## src/bpa_pkg.sv

```systemverilog
// bpa_pkg: shared constants, codes and types of the buddy page allocator.
// No dependencies; imported by bpa_front, bpa_engine and the top level.
package bpa_pkg;

	localparam int PAGE_COUNT  = 4096;
	localparam int ORDER_COUNT = 11;
	localparam int PAGE_W      = $clog2(PAGE_COUNT);
	localparam int LINK_W      = PAGE_W + 1;
	localparam int ORD_W       = 4;
	localparam logic [LINK_W-1:0] NIL = LINK_W'(PAGE_COUNT);

	// configuration register indexes (word address)
	localparam logic REG_MANAGED_PAGES = 1'b0;

	typedef enum logic [1:0] {
		MODE_ALLOC   = 2'd0,
		MODE_FREE    = 2'd1,
		MODE_ADD     = 2'd2,
		MODE_RESERVE = 2'd3
	} mode_t;

	typedef enum logic [1:0] {
		STS_OK        = 2'd0,
		STS_NO_MEMORY = 2'd1,
		STS_INVALID   = 2'd2,
		STS_ORDER     = 2'd3
	} status_t;

	// one classified request in the queue between front and engine
	typedef struct packed {
		mode_t              mode;
		logic [ORD_W-1:0]   order;
		logic [PAGE_W-1:0]  page;
		logic [LINK_W-1:0]  end_page;
		logic               rejected;
		status_t            pre_status;
	} q_entry_t;

	typedef enum logic [4:0] {
		ST_CLEAR,
		ST_IDLE,
		ST_A_SCAN,
		ST_A_SPLIT,
		ST_A_FIN,
		ST_F_RD,
		ST_F_CHK,
		ST_M_RD,
		ST_M_CHK,
		ST_D_LOOP,
		ST_D_CHK,
		ST_R_LOOP,
		ST_U_RD,
		ST_U_WR,
		ST_P1,
		ST_P2,
		ST_DONE
	} state_t;

	function automatic logic [LINK_W-1:0] limit_of(input logic [LINK_W-1:0] managed);
		return (managed > NIL) ? NIL : managed;
	endfunction

endpackage

```

## src/bpa_front.sv

```systemverilog
// bpa_front: accepts requests, checks order and limit, clips ranges and
// queues the classified transaction for the engine. Depends on bpa_pkg.
module bpa_front (
	input  logic                        clk,
	input  logic                        arst_n,
	input  logic                        in_valid,
	output logic                        in_ready,
	input  logic [1:0]                  mode,
	input  logic [3:0]                  block_order,
	input  logic [11:0]                 page_number,
	input  logic [12:0]                 end_page_number,
	input  logic [bpa_pkg::LINK_W-1:0]  managed,
	input  logic                        clearing,
	output logic                        q_valid,
	output bpa_pkg::q_entry_t           q_entry,
	input  logic                        q_pop
);
	import bpa_pkg::*;

	q_entry_t          fifo_q [2];
	logic              wr_ptr_q, rd_ptr_q;
	logic [1:0]        cnt_q;
	logic [LINK_W-1:0] lim;
	logic [LINK_W-1:0] pfn;
	logic [LINK_W-1:0] bsize;
	q_entry_t          ent;
	logic              push;

	assign lim   = limit_of(managed);
	assign pfn   = LINK_W'(page_number);
	assign bsize = LINK_W'(1) << block_order;

	// classify the request
	always_comb begin
		ent            = '0;
		ent.mode       = mode_t'(mode);
		ent.order      = block_order;
		ent.page       = page_number;
		ent.end_page   = (end_page_number > lim) ? lim : end_page_number;
		ent.rejected   = 1'b0;
		ent.pre_status = STS_OK;
		if ((mode_t'(mode) == MODE_ALLOC || mode_t'(mode) == MODE_FREE)
			&& block_order >= ORD_W'(ORDER_COUNT)) begin
			ent.rejected   = 1'b1;
			ent.pre_status = STS_ORDER;
		end else if (mode_t'(mode) == MODE_FREE && (pfn >= lim || bsize > lim - pfn)) begin
			ent.rejected   = 1'b1;
			ent.pre_status = STS_INVALID;
		end
	end

	assign in_ready = (cnt_q != 2'd2) && !clearing;
	assign push     = in_valid && in_ready;
	assign q_valid  = (cnt_q != 2'd0);
	assign q_entry  = fifo_q[rd_ptr_q];

	// two-entry queue control
	always_ff @(posedge clk or negedge arst_n) begin
		if (!arst_n) begin
			wr_ptr_q <= 1'b0;
			rd_ptr_q <= 1'b0;
			cnt_q    <= 2'd0;
		end else begin
			if (push) begin
				wr_ptr_q <= ~wr_ptr_q;
			end
			if (q_pop) begin
				rd_ptr_q <= ~rd_ptr_q;
			end
			cnt_q <= cnt_q + 2'(push) - 2'(q_pop);
		end
	end

	always_ff @(posedge clk) begin
		if (push) begin
			fifo_q[wr_ptr_q] <= ent;
		end
	end

endmodule

```

## config.mk

```make
export PLATFORM = sky130hd
export DESIGN_NAME = bpa_front
export DESIGN_NICKNAME = d
export VERILOG_FILES = /design/src/bpa_pkg.sv /design/src/bpa_front.sv
export SDC_FILE = /design/constraint.sdc
export NUM_CORES = 1
export LEC_CHECK = 0
export BUFFER_PORTS_ARGS = -buffer_cell sky130_fd_sc_hd__buf_4
export CAP_MARGIN = 20
export CELL_PAD_IN_SITES_DETAIL_PLACEMENT = 2
export CELL_PAD_IN_SITES_GLOBAL_PLACEMENT = 2
export CORE_ASPECT_RATIO = 1.5
export CORE_MARGIN = 1
export CORE_UTILIZATION = 33
export CTS_CLUSTER_DIAMETER = 200
export DETAILED_ROUTE_END_ITERATION = 16
export GPL_TIMING_DRIVEN = 0
export PLACE_DENSITY = 0.84
export REMOVE_ABC_BUFFERS = 1
export SLEW_MARGIN = 20
export SYNTH_ARGS = -nofsm -noshare
export SYNTH_HDL_FRONTEND = slang
export SYNTH_SLANG_ARGS = --single-unit
```

## constraint.sdc

```tcl
create_clock -name clk -period 2.6 [get_ports clk]
set_clock_uncertainty 0.1 [all_clocks]
set_input_delay 0.65 -clock clk [delete_from_list [all_inputs] [get_ports clk]]
set_output_delay 0.65 -clock clk [all_outputs]
set_load 0.05 [all_outputs]
```

# Word-level counts from Yosys, hierarchy flattened
# Memory sizes are Yosys's and may differ from the RTL's.
# Index checks and enable logic that the tools add are counted.
dict set report totals {
  ff_bits 4
  ram_bits 68
  out_inout_bits 36
  elab_cells 32
  mem_count 1
}
dict set report op_classes {
  add_sub_neg 3
  magnitude_cmp 5
  n_eq_ne 2
  shift 1
  muxes 6
  bitwise_logic 2
  reduce_logical 9
}
# name depth word_bits rd rd_ports_with_merged_regs write_ports line
set mem_list {}
lappend mem_list {fifo_q 2 34 1 0 1 bpa_front.sv:20} ;# q_entry_t fifo_q [2];
# operator n
set op_table {}
lappend op_table {{13-bit > comparator} 2}
lappend op_table {{13-bit two-way mux} 2}
lappend op_table {{12-bit by 13-bit greater-or-equal comparator with 1-bit output} 1}
lappend op_table {{13-bit > comparator (second input constant)} 1}
lappend op_table {{1-bit by 4-bit left shift with 13-bit output (first input constant)} 1}
lappend op_table {{13-bit by 12-bit subtractor with 13-bit output} 1}
lappend op_table {{3-bit two-way mux} 2}
lappend op_table {{4-bit greater-or-equal comparator (second input constant)} 1}
lappend op_table {{1-bit logical AND} 4}
lappend op_table {{2-bit by 1-bit adder with 2-bit output} 1}
lappend op_table {{2-bit by 1-bit equality test with 1-bit output (second input constant)} 1}
lappend op_table {{2-bit logical NOT} 1}
lappend op_table {{1-bit logical OR} 2}
lappend op_table {{1-bit two-way mux} 2}
lappend op_table {{2-bit != test (second input constant)} 1}
lappend op_table {{1-bit NOT} 2}
lappend op_table {{2-bit nonzero test} 1}
lappend op_table {{2-bit by 1-bit subtractor with 2-bit output} 1}
lappend op_table {{1-bit logical NOT} 1}

# Logic depth before layout (Yosys ltp)
dict set report depth {
  depth_word 8
  depth_mapped 17
  mapped_depth_nobuf 16
}

# Least setup slack after synthesis
# No wires, ideal clock.
dict set report synth_timing {
  path_kind {input-to-reg}
  from {input managed[12] (netlist bit)}
  to {memory fifo_q[0][2] (netlist bit) (data pin)}
  setup_ns 0.267
  arrival_ns 3.490
  t_required_ns 2.233
  path_slack_ns -1.257
  cell_stages 17
  n_path_buf 1
  cell_sequence {inv_1 clkbuf_1 nand2_1 ha_1 inv_1 fa_1 a21o_1 a221oi_2 o21ai_1 a21oi_1 xnor2_1 ha_1 nand4_1 nor4_1 nand2_1 a21oi_1 o21ai_1}
}
dict set report synth_via {
  elab_chain_len 8
}
# element line
set synth_lines {}
lappend synth_lines {{from (decl)} bpa_front.sv:12} ;# input logic [bpa_pkg::LINK_W-1:0] managed,
lappend synth_lines {{13-bit > comparator} bpa_pkg.sv:60} ;# return (managed > NIL) ? NIL : managed;
lappend synth_lines {{13-bit two-way mux (*)} bpa_pkg.sv:60}
lappend synth_lines {{13-bit by 12-bit subtractor with 13-bit output} bpa_front.sv:46} ;# end else if (mode_t'(mode) == MODE_FREE && (pfn >= lim || bsize > lim - pfn)) begin
lappend synth_lines {{13-bit > comparator} bpa_front.sv:46}
lappend synth_lines {{1-bit logical OR (*)} bpa_front.sv:46}
lappend synth_lines {{1-bit logical AND (*)} bpa_front.sv:46}
lappend synth_lines {{3-bit two-way mux (*)} bpa_front.sv:46}
lappend synth_lines {{3-bit two-way mux (*)} bpa_front.sv:42} ;# if ((mode_t'(mode) == MODE_ALLOC || mode_t'(mode) == MODE_FREE)
lappend synth_lines {{to (decl)} bpa_front.sv:20}
# Mark *: on every way between the ends. The rest lies on a longest branch, timed or not.

# Worst setup path after layout
dict set report layout_timing {
  from {input managed[12] (netlist bit)}
  to {memory fifo_q[1][2] (netlist bit) (data pin)}
}
# The elaborated chain is that of the path after synthesis.

==> impl_metrics.toml <==
[drt]
mean_number_of_vias_per_cell = 5.45
finalWirelength_um = 15000
antenna_left = 0
dr_total_vias = 3341
drt_iter0_drc = 138
routed_wire_length_per_instance_um = 24.4
detail_route.first_pass.iterations = 12
detail_route.drc_violations = 1

[place]
gp_congestion = 0.801
placedCellCount = 577
placedInstanceArea_um2 = 5030
placement.io_buffers = 84
dp.final_hpwl_um = 8790

[power_and_ir_drop]
power-per-cell-area_nw_per_um2 = 885
leakage_nw = 2.41
vdd_ir_drop_max_v = 0.000266

[critical_path]
crit_path_start_kind = "input pin"
data_arrival_time_of_the_critical_path_ps = 3930
critical_path_depth = 17
cells_traversed_along_the_worst_timing_path = "buf_12 -> clkinvlp_4 -> nand2_4 -> ha_4 -> inv_2 -> fa_2 -> a21o_1 -> a221oi_4 -> buf_4 -> o2111ai_2 -> a21oi_2 -> xor2_1 -> ha_1 -> a21oi_1 -> o211ai_1 -> nor4_2 -> o21ai_2"
endpoint_kind = "flip-flop"
path_class = "input pin to flip-flop"
worst_r2r_path_depth = 8
cp_top_family = "compound AO/OA/AOI/OAI gates"
slowest_delay_ps = 370
worst-path-max-fanout = 7
worst_path_max_delay_cell = "sky130_fd_sc_hd__fa_2"
critPathBufInv = 4
critPathRequiredTime_ps = 2580

[die]
chipWidth_um = 93.9
initial_core_util = 0.338
die_h_um = 140
floorplan.rows = 50
fp.dieArea_um2 = 13100
core_region_area_um2 = 12400
io_pins = 85

[synthesis]
ys_ff_latch = 70
share_of_flip_flops_with_an_asynchronous_set_or_reset = 0.0571
synth_top_flop_cell = "sky130_fd_sc_hd__edfxtp_1"
syn-mean-instance-area_um2 = 12.1
synthesis.yosys.warnings = 0
synth.top_cell.area_share = 0.474
synth_area_um2 = 4180
synthTopCellsByArea = "sky130_fd_sc_hd__edfxtp_1 (47%), sky130_fd_sc_hd__ha_1 (12%), sky130_fd_sc_hd__mux2_2 (9.7%), sky130_fd_sc_hd__inv_1 (3.0%), sky130_fd_sc_hd__mux2_1 (2.4%)"
synth_cells = 345
area_leader_netlist = "sky130_fd_sc_hd__edfxtp_1"
seq_total_area_yosys = 0.498
synth_enable_flop_cells = 66
synth.distinct_cells = 47

[final_layout]
layout.filler_cells = 1256
post_layout_instance_count_excluding_filler_cells = 613
seq_area_um2 = 2080
fin_nets = 542
final_area_um2 = 5760
share_of_layout_cells_above_drive_strength_1 = 0.440
antennaDiodeCount = 0
finish.utilization = 0.465
area_occupied_by_multi_input_gates_um2 = 2160
area_delta_synth_final_pct = 37.7
layout.cells.most_common = "sky130_fd_sc_hd__buf_4"
mostFrequentLayoutCells = "sky130_fd_sc_hd__buf_4 (98), sky130_fd_sc_hd__edfxtp_1 (66), sky130_fd_sc_hd__mux2_2 (35)"

[timing]
setup-violations-final = 28
final-hold-violation-count = 0
period_share = 1.52
layout_setup_ws_ps = -1340
maxClockFrequency_mhz = 253
period_minus_slack_ps = 3940
setup_total_negative_slack_ps = -10020
worst_slew_margin_rel = 0.534
report.final.slew_viol_count = 0
grt_setup_unrepaired = "yes"
hold_ws_ps = 401
worst_pin_slew_ps = 697

[clocking]
h-tree-depth = 3
cts_tree = "done"
cts_sinks = 70
clk_pin_slew_worst_paths_ps = 60
ctsLongestPathBuffers = 2
cts_made_buffers = 9
cts-root-buf = "sky130_fd_sc_hd__clkbuf_16"
insertion_delay_ps = 340

[job]
max_cap_violations = 0

[global_route]
aggregate_global_route_resource_usage = 0.218
grt_overflow_total = 0
first_global_vias = 3684
grt_start_max_net_pins = 29
grt_pass1_wl_um = 20800
antenna_found_initial = 0

[outcome]
outcome = "finished with violations"
failed_checks = "DRC, setup timing"

[worst_hold_path]
whs_path_depth = 1
min-delay-path-class = "input pin to flip-flop"
-- where the power goes --
group	switching [mW]	total [mW]	internal, mW
logic	1.43	2.26	0.832
clock network	0.482	1.32	0.838
registers	0.0853	1.51	1.43
total	2.00	5.09	3.10
-- synthesized netlist by cell type (5+ instances only) --
cell type                  instances
sky130_fd_sc_hd__a21o_1            6
sky130_fd_sc_hd__a21oi_1          20
sky130_fd_sc_hd__edfxtp_1         66
sky130_fd_sc_hd__ha_1             40
sky130_fd_sc_hd__inv_1            33
sky130_fd_sc_hd__mux2_1            9
sky130_fd_sc_hd__mux2_2           36
sky130_fd_sc_hd__nand2_1          23
sky130_fd_sc_hd__nand2b_1          5
sky130_fd_sc_hd__nand3_1          14
sky130_fd_sc_hd__nand4_1           6
sky130_fd_sc_hd__nor2_1           10
sky130_fd_sc_hd__nor3_1            7
sky130_fd_sc_hd__xnor2_1           8
sky130_fd_sc_hd__xor2_1            6
-- per-stage QoR --
step	worst slack (ps)	total power [mW]
2_1_floorplan	-1150	2.94
3_3_place_gp	-2070	3.49
3_5_place_dp	-2180	3.63
4_1_cts	-1200	5.03
5_1_grt	-1450	5.27
6_report	-1340	5.09
-- layer usage --
layer / vias up / track usage / wire length [µm]
li1: 1489 / - / -
met4: 0 / 0.147 / 823
met5: - / 0 / 0
met3: 54 / 0.0262 / 466
met2: 107 / 0.404 / 8170
met1: 1691 / 0.222 / 5520
-- repair_timing --
action,in CTS,in global routing
hold buffers,1,0
endpoints found under the setup margin,28,28
resized for setup,38,11
setup buffers,11,8
cloned,0,0
pin swaps,21,3
endpoints found under the hold margin,4,0
-- cell families after synthesis --
| logic type | count (synthesis) | synth area share |
|---|---|---|
| AOI/OAI and AO/OA | 45 | 0.0754 |
| buffers and inverters | 44 | 0.0437 |
| adders and majority gates | 41 | 0.124 |
| DFF | 70 | 0.498 |
| and+or+nand+nor | 84 | 0.103 |
| xor gates and xnor gates | 14 | 0.0293 |
| muxes | 47 | 0.126 |
-- layout make-up --
type / count / share of cell area
tap: 156 / 0.0339
timing repair buffer: 107 / 0.153
multi-input combinational: 231 / 0.375
inverter: 33 / 0.0222
sequential: 70 / 0.362
clock inverter: 6 / 0.0150
clock buffer: 10 / 0.0398
-- registers in the layout, indices dropped and copies added (netlist names) --
| signal | count |
|---|---|
| fifo_q | 66 |
| cnt_q | 2 |
| wr_ptr_q | 1 |
| rd_ptr_q | 1 |
-- path summary, 6_finish.rpt --
check,startpoint,end,slack [ps]
setup / recovery,managed[12],fifo_q[1][2],-1340
hold / removal,page_number[11],fifo_q[0][27],400
setup reg to reg,cnt_q[0],cnt_q[1],670
hold reg to reg,cnt_q[1],cnt_q[1],420
max in group asynchronous,arst_n,rd_ptr_q,1720
min in group asynchronous,arst_n,cnt_q[1],560
(Power assumes the default switching activity.)
